**config.mk**
```make
export PLATFORM = sky130hd
export DESIGN_NAME = rf_command_frame_receiver_core_flat
export DESIGN_NICKNAME = d
export VERILOG_FILES = /design/src/rtl/rfcfr_pkg.sv /design/src/rtl/rfcfr_rx_if.sv /design/src/rtl/rfcfr_action_if.sv /design/src/rtl/rfcfr_parser.sv /design/src/rtl/rfcfr_action_dec.sv /design/src/rtl/rf_command_frame_receiver_core.sv /design/src/flat_wrapper.sv
export VERILOG_INCLUDE_DIRS = /design/src /design/src/rtl
export SDC_FILE = /design/constraint.sdc
export NUM_CORES = 1
export LEC_CHECK = 0
export CORE_MARGIN = 2
export CORE_UTILIZATION = 52
export CTS_CLUSTER_SIZE = 25
export DETAILED_ROUTE_END_ITERATION = 6
export DONT_BUFFER_PORTS = 1
export GPL_ROUTABILITY_DRIVEN = 0
export PLACE_DENSITY = 0.7
export SYNTH_ARGS = -nofsm -noshare
export SYNTH_HDL_FRONTEND = slang
export SYNTH_SLANG_ARGS = --single-unit
```
**constraint.sdc**
```tcl
create_clock -name clk_i -period 4.16 [get_ports clk_i]
set_clock_uncertainty 0.2 [all_clocks]
set_input_delay 0.416 -clock clk_i [delete_from_list [all_inputs] [get_ports clk_i]]
set_output_delay 0.416 -clock clk_i [all_outputs]
set_load 0.05 [all_outputs]
```
**src/rtl/rf_command_frame_receiver_core_defines.svh**
```systemverilog
// assertion macros for the rf command frame receiver
// included by the top level only, no other dependencies
`ifndef RF_COMMAND_FRAME_RECEIVER_CORE_DEFINES_SVH
`define RF_COMMAND_FRAME_RECEIVER_CORE_DEFINES_SVH

// same-cycle implication, checked outside reset
`define RFCFR_ASSERT_IMP(label, clk, rst_n, ante, cons, msg) \
  label: assert property (@(posedge clk) disable iff (!rst_n) (ante) |-> (cons)) \
    else $error(msg);

// next-cycle implication, checked outside reset
`define RFCFR_ASSERT_NXT(label, clk, rst_n, ante, cons, msg) \
  label: assert property (@(posedge clk) disable iff (!rst_n) (ante) |=> (cons)) \
    else $error(msg);

`endif

```
**src/rtl/rfcfr_pkg.sv**
```systemverilog
// shared types and constants for the rf command frame receiver
// no dependencies
`default_nettype none

package rfcfr_pkg;

  localparam int unsigned ByteW = 8;

  localparam logic [ByteW-1:0] SyncByte    = 8'hAA;
  localparam logic [ByteW-1:0] HeaderLast  = 8'd3;   // index of the length byte
  localparam logic [ByteW-1:0] HdrCheckPos = 8'd1;
  localparam logic [ByteW-1:0] HdrCmdPos   = 8'd2;
  localparam logic [ByteW-1:0] MaxData     = 8'd16;
  localparam logic [ByteW-1:0] CmdAction   = 8'd1;
  localparam logic [ByteW-1:0] ActionLen   = 8'd2;

  // configuration register indexes
  localparam logic CfgEventCount = 1'b0;
  localparam logic CfgPowerCount = 1'b1;

  // action kinds
  localparam logic ActEvent = 1'b0;
  localparam logic ActPower = 1'b1;

  typedef struct packed {
    logic [ByteW-1:0] event_count;
    logic [ByteW-1:0] power_count;
  } cfg_t;

  // frame that passed checksum and command checks
  typedef struct packed {
    logic [ByteW-1:0] data0;
    logic [ByteW-1:0] data1;
  } hit_t;

endpackage

`default_nettype wire

```
**src/rtl/rfcfr_rx_if.sv**
```systemverilog
// receive byte channel, valid/ready handshake
// no dependencies
`default_nettype none

interface rfcfr_rx_if;
  logic       valid;
  logic       ready;
  logic [7:0] rx_byte;

  modport source (output valid, output rx_byte, input ready);
  modport sink (input valid, input rx_byte, output ready);
endinterface

`default_nettype wire

```
**src/rtl/rfcfr_action_if.sv**
```systemverilog
// action result channel, valid/ready handshake
// no dependencies
`default_nettype none

interface rfcfr_action_if;
  logic       valid;
  logic       ready;
  logic       action_kind;
  logic [7:0] action_index;
  logic [7:0] action_value;

  modport source (output valid, output action_kind, output action_index,
                  output action_value, input ready);
  modport sink (input valid, input action_kind, input action_index,
                input action_value, output ready);
endinterface

`default_nettype wire

```
**src/rtl/rfcfr_parser.sv**
```systemverilog
// frame parser: sync hunt, header, data and checksum phases
// depends on rfcfr_pkg and rfcfr_rx_if
`default_nettype none

module rfcfr_parser (
  input  wire               clk_i,
  input  wire               rst_ni,
  rfcfr_rx_if.sink          rx,
  input  wire               hit_take_i,
  output logic              hit_valid_o,
  output rfcfr_pkg::hit_t   hit_o
);
  import rfcfr_pkg::*;

  typedef enum logic [1:0] {
    PhHunt,
    PhHeader,
    PhData,
    PhCksum
  } phase_e;

  phase_e           phase_q, phase_d;
  logic [ByteW-1:0] cnt_q, cnt_d;
  logic [ByteW-1:0] len_q, len_d;
  logic [ByteW-1:0] sum_q, sum_d;
  logic             hdr_ok_q, hdr_ok_d;
  logic [ByteW-1:0] cmd_q, cmd_d;
  logic [ByteW-1:0] d0_q, d0_d;
  logic [ByteW-1:0] d1_q, d1_d;
  logic             hit_valid_q, hit_valid_d;
  hit_t             hit_q, hit_d;

  logic             accept;
  logic [ByteW-1:0] b;
  logic [ByteW-1:0] cnt_inc;

  // the hit register doubles as a skid slot behind the action stage
  assign rx.ready    = !hit_valid_q || hit_take_i;
  assign accept      = rx.valid && rx.ready;
  assign b           = rx.rx_byte;
  assign cnt_inc     = cnt_q + 8'd1;
  assign hit_valid_o = hit_valid_q;
  assign hit_o       = hit_q;

  always_comb begin
    phase_d     = phase_q;
    cnt_d       = cnt_q;
    len_d       = len_q;
    sum_d       = sum_q;
    hdr_ok_d    = hdr_ok_q;
    cmd_d       = cmd_q;
    d0_d        = d0_q;
    d1_d        = d1_q;
    hit_valid_d = hit_valid_q && !hit_take_i;
    hit_d       = hit_q;
    if (accept) begin
      case (phase_q)
        PhHunt: begin
          if (b == SyncByte) begin
            phase_d  = PhHeader;
            cnt_d    = '0;
            sum_d    = '0;
            hdr_ok_d = 1'b0;
          end
        end
        PhHeader: begin
          sum_d = sum_q + b;
          cnt_d = cnt_inc;
          if (cnt_q == HdrCheckPos) begin
            hdr_ok_d = (b == 8'd0) || (b == 8'd1);
          end
          if (cnt_q == HdrCmdPos) begin
            cmd_d = b;
          end
          if (cnt_q == HeaderLast) begin
            len_d = b;
            cnt_d = '0;
            // bytes of a rejected header are never taken as sync
            if (!hdr_ok_q || (b > MaxData)) begin
              phase_d = PhHunt;
            end else if (b == 8'd0) begin
              phase_d = PhCksum;
            end else begin
              phase_d = PhData;
            end
          end
        end
        PhData: begin
          sum_d = sum_q + b;
          cnt_d = cnt_inc;
          if (cnt_q == 8'd0) begin
            d0_d = b;
          end
          if (cnt_q == 8'd1) begin
            d1_d = b;
          end
          if (cnt_inc >= len_q) begin
            phase_d = PhCksum;
          end
        end
        PhCksum: begin
          phase_d = PhHunt;
          cnt_d   = '0;
          if ((b == sum_q) && (cmd_q == CmdAction) && (len_q == ActionLen)) begin
            hit_valid_d = 1'b1;
            hit_d.data0 = d0_q;
            hit_d.data1 = d1_q;
          end
        end
        default: begin
          phase_d = PhHunt;
        end
      endcase
    end
  end

  always_ff @(posedge clk_i or negedge rst_ni) begin
    if (!rst_ni) begin
      phase_q     <= PhHunt;
      cnt_q       <= '0;
      len_q       <= '0;
      sum_q       <= '0;
      hdr_ok_q    <= 1'b0;
      cmd_q       <= '0;
      d0_q        <= '0;
      d1_q        <= '0;
      hit_valid_q <= 1'b0;
      hit_q       <= '0;
    end else begin
      phase_q     <= phase_d;
      cnt_q       <= cnt_d;
      len_q       <= len_d;
      sum_q       <= sum_d;
      hdr_ok_q    <= hdr_ok_d;
      cmd_q       <= cmd_d;
      d0_q        <= d0_d;
      d1_q        <= d1_d;
      hit_valid_q <= hit_valid_d;
      hit_q       <= hit_d;
    end
  end

endmodule

`default_nettype wire

```
**src/rtl/rfcfr_action_dec.sv**
```systemverilog
// action decode: maps data0 onto event or power range, output register
// depends on rfcfr_pkg and rfcfr_action_if
`default_nettype none

module rfcfr_action_dec (
  input  wire               clk_i,
  input  wire               rst_ni,
  input  rfcfr_pkg::cfg_t   cfg_i,
  input  wire               hit_valid_i,
  input  rfcfr_pkg::hit_t   hit_i,
  output logic              hit_take_o,
  rfcfr_action_if.source    act
);
  import rfcfr_pkg::*;

  logic             out_valid_q, out_valid_d;
  logic             kind_q;
  logic [ByteW-1:0] index_q;
  logic [ByteW-1:0] value_q;

  logic             in_event;
  logic [ByteW:0]   range_end;
  logic             in_range;
  logic             out_free;
  logic             load;

  // range end at 9 bits so it never wraps
  assign range_end  = {1'b0, cfg_i.event_count} + {1'b0, cfg_i.power_count};
  assign in_event   = hit_i.data0 < cfg_i.event_count;
  assign in_range   = {1'b0, hit_i.data0} < range_end;
  assign out_free   = !out_valid_q || act.ready;
  assign load       = hit_valid_i && in_range && out_free;
  // out-of-range hits drop without waiting on the output
  assign hit_take_o = hit_valid_i && (out_free || !in_range);
  assign out_valid_d = (out_valid_q && !act.ready) || load;

  assign act.valid        = out_valid_q;
  assign act.action_kind  = kind_q;
  assign act.action_index = index_q;
  assign act.action_value = value_q;

  always_ff @(posedge clk_i or negedge rst_ni) begin
    if (!rst_ni) begin
      out_valid_q <= 1'b0;
    end else begin
      out_valid_q <= out_valid_d;
    end
  end

  always_ff @(posedge clk_i) begin
    if (load) begin
      kind_q  <= in_event ? ActEvent : ActPower;
      index_q <= in_event ? hit_i.data0 : (hit_i.data0 - cfg_i.event_count);
      value_q <= hit_i.data1;
    end
  end

endmodule

`default_nettype wire

```
**src/rtl/rf_command_frame_receiver_core.sv**
```systemverilog
// Receiver for small rf command frames, fed one byte per transfer. It hunts for the
// sync byte 0xAA, takes a four-byte header, up to 16 data bytes and a checksum byte,
// and issues one action for a good command frame with a two-byte payload. A byte is
// taken every cycle while rx ready is high; an action passes the parser hit register
// and then the action output register after its checksum byte. rx ready drops only
// while one decoded frame waits behind a stalled action transfer.
// depends on rfcfr_pkg, rfcfr_rx_if, rfcfr_action_if, rfcfr_parser, rfcfr_action_dec
`default_nettype none
`include "rf_command_frame_receiver_core_defines.svh"

module rf_command_frame_receiver_core (
  input  wire               clk_i,
  input  wire               rst_ni,
  input  wire               cfg_we_i,
  input  wire               cfg_idx_i,
  input  wire [7:0]         cfg_wdata_i,
  rfcfr_rx_if.sink          rx_i,
  rfcfr_action_if.source    act_o
);
  import rfcfr_pkg::*;

  cfg_t cfg_q;
  logic hit_valid;
  hit_t hit;
  logic hit_take;

  always_ff @(posedge clk_i or negedge rst_ni) begin
    if (!rst_ni) begin
      cfg_q.event_count <= 8'd16;
      cfg_q.power_count <= 8'd8;
    end else if (cfg_we_i) begin
      case (cfg_idx_i)
        CfgEventCount: cfg_q.event_count <= cfg_wdata_i;
        CfgPowerCount: cfg_q.power_count <= cfg_wdata_i;
        default: ;
      endcase
    end
  end

  rfcfr_parser u_parser (
    .clk_i       (clk_i),
    .rst_ni      (rst_ni),
    .rx          (rx_i),
    .hit_take_i  (hit_take),
    .hit_valid_o (hit_valid),
    .hit_o       (hit)
  );

  rfcfr_action_dec u_action_dec (
    .clk_i       (clk_i),
    .rst_ni      (rst_ni),
    .cfg_i       (cfg_q),
    .hit_valid_i (hit_valid),
    .hit_i       (hit),
    .hit_take_o  (hit_take),
    .act         (act_o)
  );

  `RFCFR_ASSERT_IMP(a_new_action_from_hit, clk_i, rst_ni, $rose(act_o.valid),
                    $past(hit_valid), "action without a decoded frame")
  `RFCFR_ASSERT_IMP(a_event_in_range, clk_i, rst_ni,
                    act_o.valid && (act_o.action_kind == ActEvent),
                    act_o.action_index < cfg_q.event_count, "event index out of range")
  `RFCFR_ASSERT_IMP(a_power_in_range, clk_i, rst_ni,
                    act_o.valid && (act_o.action_kind == ActPower),
                    act_o.action_index < cfg_q.power_count, "power index out of range")
  `RFCFR_ASSERT_NXT(a_hit_held, clk_i, rst_ni, hit_valid && !hit_take, hit_valid,
                    "pending frame lost under stall")

endmodule

`default_nettype wire
```
**src/flat_wrapper.sv**
```systemverilog
// flat-port wrapper written by rule: the top's interface ports become plain ports
module rf_command_frame_receiver_core_flat import rfcfr_pkg::*;
  (clk_i, rst_ni, cfg_we_i, cfg_idx_i, cfg_wdata_i, rx_i_valid, rx_i_rx_byte, rx_i_ready, act_o_valid, act_o_action_kind, act_o_action_index, act_o_action_value, act_o_ready);
  rfcfr_rx_if rx_i_i ();
  rfcfr_action_if act_o_i ();
  input  wire clk_i;
  input  wire rst_ni;
  input  wire cfg_we_i;
  input  wire cfg_idx_i;
  input  wire [7:0] cfg_wdata_i;
  input wire logic [$bits(rx_i_i.valid)-1:0] rx_i_valid;
  input wire logic [$bits(rx_i_i.rx_byte)-1:0] rx_i_rx_byte;
  output wire logic [$bits(rx_i_i.ready)-1:0] rx_i_ready;
  output wire logic [$bits(act_o_i.valid)-1:0] act_o_valid;
  output wire logic [$bits(act_o_i.action_kind)-1:0] act_o_action_kind;
  output wire logic [$bits(act_o_i.action_index)-1:0] act_o_action_index;
  output wire logic [$bits(act_o_i.action_value)-1:0] act_o_action_value;
  input wire logic [$bits(act_o_i.ready)-1:0] act_o_ready;
  assign rx_i_i.valid = rx_i_valid;
  assign rx_i_i.rx_byte = rx_i_rx_byte;
  assign rx_i_ready = rx_i_i.ready;
  assign act_o_valid = act_o_i.valid;
  assign act_o_action_kind = act_o_i.action_kind;
  assign act_o_action_index = act_o_i.action_index;
  assign act_o_action_value = act_o_i.action_value;
  assign act_o_i.ready = act_o_ready;
  rf_command_frame_receiver_core u_core (.clk_i(clk_i), .rst_ni(rst_ni), .cfg_we_i(cfg_we_i), .cfg_idx_i(cfg_idx_i), .cfg_wdata_i(cfg_wdata_i), .rx_i(rx_i_i), .act_o(act_o_i));
endmodule
```
== After elaboration in Yosys (flattened, before gate mapping) ==
Cells that the tools add are included.
Word-level totals
  register bits after elaboration: 102
  bits of input ports: 22
  output and inout bits: 19
  word-level logic and storage cells: 96
Cells by class
  add/subtract/negate cells: 4
  order comparisons: 4
  eq/ne operators: 15
  muxes and demuxes: 18
  bitwise logic cells: 1
  reductions and logical operators: 37
Operators with widths (number)
  case mux 8 bit (4 select lines): 1
  equality test 8 x 1 -> 1 bit, second input constant: 3
  equality test 8 x 2 -> 1 bit, second input constant: 3
  two-way mux 8 bit: 3
  AND reduction 3 bit: 6
  logical NOT 8 bit: 2
  case mux 8 bit (2 select lines): 1
  adder 8 x 8 -> 9 bit: 1
  less-than comparator 8 x 9 -> 1 bit: 1
  adder 8 x 1 -> 8 bit, second input constant: 1
  adder 8 bit: 1
  equality test 8 bit: 1
  equality test 8 bit, second input constant: 1
  greater-or-equal comparator 8 bit: 1
  > comparator 8 x 5 -> 1 bit, second input constant: 1
  logical AND 1 bit: 8
  less-than comparator 8 bit: 1
  two-way mux 2 bit: 4
  != test 2 bit, second input constant: 4
  case mux 2 bit (4 select lines): 1
  AND reduction 4 bit: 2
  subtractor 8 bit: 1
  two-way mux 1 bit: 7
  logical NOT 1 bit: 6
  9 further kinds: 18

== Longest topological paths before layout ==
  depth after elaboration: 10
  gate-level depth with buffers: 16
  depth with buffers taken out: 14

== Hierarchy ==
From an unflattened synthesis, not the netlist that was laid out.
Unflattened totals
  cells, all modules: 478
  area, all modules: 5665.4 um2
Modules (own cells, without submodules)
  rfcfr_parser: instances 1, cells an instance 298, area each 3523.4 um2, seq. area each 1701.6 um2
  rfcfr_action_dec: instances 1, cells an instance 145, area each 1497.7 um2, seq. area each 535.5 um2
  rf_command_frame_receiver_core: instances 1, cells an instance 35, area each 644.4 um2, seq. area each 402.9 um2

== Worst setup path after synthesis ==
Ideal clock, no wire load.
  path type: reg2reg
  start point: register u_core.cfg_q[9] (netlist name)
  end point: register u_core.u_action_dec.index_q[0], in the netlist u_core.u_action_dec.act.action_index[0] (enable)
  setup time: 390 ps
  arrival: 3751 ps
  required time: 3570 ps
  slack: -182 ps
  stages on the path, launching flop included: 15
  path buffers: 1
  clock period less this slack: 4342 ps
  path through: dfrtp_1 -> ha_1 -> a21o_1 -> a21oi_1 -> nor2b_1 -> o21a_1 -> o41ai_1 -> xor2_1 -> ha_1 -> a2111o_1 -> or2_1 -> nand4_1 -> buf_2 -> nand2_1 -> nor2_1
On the way
  word-level cells in the longest chain between the ends: 4
Ends and longest elaborated chain
  from (decl): RTL line rf_command_frame_receiver_core.sv:22  | cfg_t cfg_q;
  adder 8 x 8 -> 9 bit: RTL line rfcfr_action_dec.sv:28  | assign range_end = {1'b0, cfg_i.event_count} + {1'b0, cfg_i.power_count};
  less-than comparator 8 x 9 -> 1 bit: RTL line rfcfr_action_dec.sv:30  | assign in_range = {1'b0, hit_i.data0} < range_end;
  logical AND 1 bit (2 in a row): RTL line rfcfr_action_dec.sv:32  | assign load = hit_valid_i && in_range && out_free;
  named net u_core.u_action_dec.load: RTL line rfcfr_action_dec.sv:25  | logic load;
  to (signal assigned): RTL line rfcfr_action_dec.sv:53  | index_q <= in_event ? hit_i.data0 : (hit_i.data0 - cfg_i.event_count);
  to (decl): RTL line rfcfr_action_dec.sv:18  | logic [ByteW-1:0] index_q;
The timed path passes the listed nets, and every way through them passes these cells.
A chain may end at the register's enable or synchronous reset.

== Final worst setup path ==
  start point: register u_core.cfg_q[8] (netlist name)
  end point: output port rx_i_ready
On the way
  word-level cells in the longest chain between the ends: 6
Ends and longest elaborated chain
  adder 8 x 8 -> 9 bit: RTL line rfcfr_action_dec.sv:28
  less-than comparator 8 x 9 -> 1 bit: RTL line rfcfr_action_dec.sv:30
  logical NOT 1 bit: RTL line rfcfr_action_dec.sv:34  | assign hit_take_o = hit_valid_i && (out_free || !in_range);
  logical OR 1 bit: RTL line rfcfr_action_dec.sv:34
  logical AND 1 bit: RTL line rfcfr_action_dec.sv:34
  logical OR 1 bit: RTL line rfcfr_parser.sv:38  | assign rx.ready = !hit_valid_q || hit_take_i;
  to (decl): RTL line flat_wrapper.sv:13  | output wire logic [$bits(rx_i_i.ready)-1:0] rx_i_ready;
Every way passes these cells.

==> run summary <==
met1 Resource Use GR: 28.6%
Initial Util: 52.6%
Inserted Diodes: 0
Reg clk slew, reported paths: 0.10 ns
critical path cell sequence: ha_2, inv_1, fa_1, nand2b_4, a21oi_2, nor2_1, xor2_1, ha_1, a2111o_1, or2_1, a41o_4, buf_8
FP Rows: 38
CTS sink count: 102
WHS: 0.0710 ns
WP data arrival: 3.40 ns
Slew @ Worst Pin: 1.06 ns
vias in the first global route: 3930
main flop type after synthesis: dfrtp_1
Final Instance Area: 6340 um^2
Worst setup EP type: primary output
gr ovfl total: 0
Synth area leader: dfrtp_1
combinational power share: 34.4%
period utilisation layout: 96.6%
fillers: 879
via/cell ratio: 5.87
synth top area cells: dfrtp_1 37%, mux2_1 11%, ha_1 10%
Die H: 108 um
Tmin final: 4.02 ns
antenna violations before repair: 0
number of H-tree levels: 3
largest net degree at the start of global routing: 86
startpoint type of the worst setup path: register
status: complete, no violations
max incr delay on CP: 0.40 ns
setup total negative slack: 0 ns
overall routing resource usage: 21.8%
switching part of the total: 34.6%
DRT iter0 DRCs: 222
Post-synth EDFFs: 17
Crit-path slowest cell: dfrtp_1
first-pass GRT wire length: 19700 um
cts bufs inserted: 9
achievable frequency: 249 MHz
post-synth cell types: 67
Net Switching: 1030 uW
DR pass1 iterations: 4
fraction of registers with async set/reset: 83.3%
Buf+Inv Stages, Crit Path: 2
GRT busiest layer: met2
IR drop worst, VDD: 0.253 mV
CTS tree: done
die area: 11700 um^2
nets: 579
Lkg Pwr: 0.00295 uW
PwrDens: 468 nW/um^2
total number of vias: 3830
fin worst setup slack: 0.141 ns
I/O Pins: 41
Synthesized Nets: 547
most common cell after layout, fill and taps aside: dfrtp_1
Area Growth Syn to Fin: 12.1%
DRC errors left: 0
WL final: 11800 um
remaining antenna violation count after routing: 0
Max-Cap Viols: 0
Clock power frac: 21.0%
Slew headroom: 29.1%
clock buffer depth: 2
Crit Path Class: reg -> out
flops & latches, synth: 102
core area: 10700 um^2
port buffer count: 0
met3 GRT Util: 5.30%
register area share after synthesis: 46.7%
Avg Inst Size Synth: 11.9 um^2
share of layout cells above drive strength 1: 13.1%
Required @ worst endpoint: 3.54 ns
commonest cells after routing, fill and taps aside: 83 x dfrtp_1, 55 x mux2_1, 45 x ha_1
sequential power share: 44.6%
DP Wirelength: 8030 um
CTS Root Cell: clkbuf_8
placed cell area: 5850 um^2
CP max FO: 4
Final Power: 2970 uW
met2 GRT Util: 36.3%
Ys Warns: 0
max-slew violation count: 0
Final Hold Fails: 0
Final setup viols: 0
Cell Area, Synth: 5660 um^2
clock insertion delay at the later pin of the skew report: 0.37 ns
delay-heaviest family, CP: adder cells
Int Power: 1940 uW
Die X: 108 um
Synth top area share: 36.7%
routed len/inst: 18.1 um
Post-Syn Instances: 475
min-delay worst type: in -> reg
dpl ws: 0.0749 ns
==> cell families after synthesis <==
kind of cell / Yosys count / synth area share [%]
AND/OR/NAND/NOR: 102 / 9.84
flip-flops: 102 / 46.7
AO/OA/AOI/OAI: 85 / 11.6
multiplexers: 73 / 14.4
adder cells (fa/ha/maj): 50 / 11.5
buffers and inverters: 43 / 2.96
XOR/XNOR: 20 / 3.10
==> worst paths after layout <==
kind	cells after the start	startpoint	slack [ns]	endpoint
setup / recovery	12	u_core.cfg_q[8]	0.14	rx_i_ready
hold / removal	3	rx_i_rx_byte[6]	0.07	register
setup reg to reg	16	u_core.cfg_q[8]	0.25	u_core.u_parser.sum_q[2]
hold reg to reg	0	u_core.u_parser.hit_o[7]	0.26	u_core.u_action_dec.act.action_value[7]
max in group asynchronous	2	rst_ni	2.97	u_core.cfg_q[3]
min in group asynchronous	2	rst_ni	0.41	u_core.u_parser.hit_o[2]
==> worst reg2reg max path: cells and delay by family, from the launching register on <==
family                   cells  cell delay (ns)
XOR/XNOR                     1             0.15
buffers and inverters        4             0.61
adder cells (fa/ha/maj)      3             0.90
AO/OA/AOI/OAI                4             0.97
flip-flops                   1             0.40
AND/OR/NAND/NOR              4             0.57
==> power groups by stage <==
stage               clock network (uW)  registers, uW  logic [uW]
finish                             622           1320        1020
floorplan                            0           1300         770
global route                       683           1350        1140
detailed placement                   0           1350         940
global placement                     0           1330         906
CTS                                640           1320         994
==> Yosys cell counts, types with 7 or more instances <==
| cell | number |
|---|---|
| a21o_1 | 9 |
| inv_1 | 32 |
| mux2_1 | 55 |
| nand2_1 | 15 |
| xor2_1 | 10 |
| a32o_1 | 7 |
| mux2_2 | 12 |
| o21ai_1 | 11 |
| nor2_1 | 21 |
| nand3_1 | 9 |
| dfrtp_1 | 83 |
| nand2b_1 | 9 |
| a21oi_1 | 12 |
| xnor2_1 | 10 |
| ha_1 | 47 |
| nor2b_1 | 8 |
| edfxtp_1 | 17 |
==> timing repair <==
item | CTS | global route
pin swaps | 0 | 7
hold buffers | 18 | 0
gates resized for setup | 3 | 7
setup endpoints to repair | 1 | 39
setup buffers | 0 | 7
endpoints found under the hold margin | 133 | 0
==> area by class of cell <==
cell class	count	area, um^2	share of cell area [%]
Inverter	33	124	1.95
Clock buffer	10	138	2.17
Multi-Input combinational cell	330	2890	45.6
Timing Repair Buffer	31	315	4.97
Clock inverter	6	56.3	0.888
Tap cell	140	175	2.76
Sequential cell	102	2640	41.7
==> per-layer routing <==
layer,vias to the layer above,wire [um]
met2,85,5870
met5,-,0
li1,1813,-
met3,11,498
met4,0,119
met1,1921,5280
==> metrics by stage <==
step / utilization [%] / std cells
3_3_place_gp: 54.4 / 611
5_1_grt: 59.0 / 652
4_1_cts: 58.2 / 645
3_5_place_dp: 54.4 / 611
2_1_floorplan: - / 475
6_report: 59.0 / 652
Note: power is estimated with default switching activity, not from simulation.
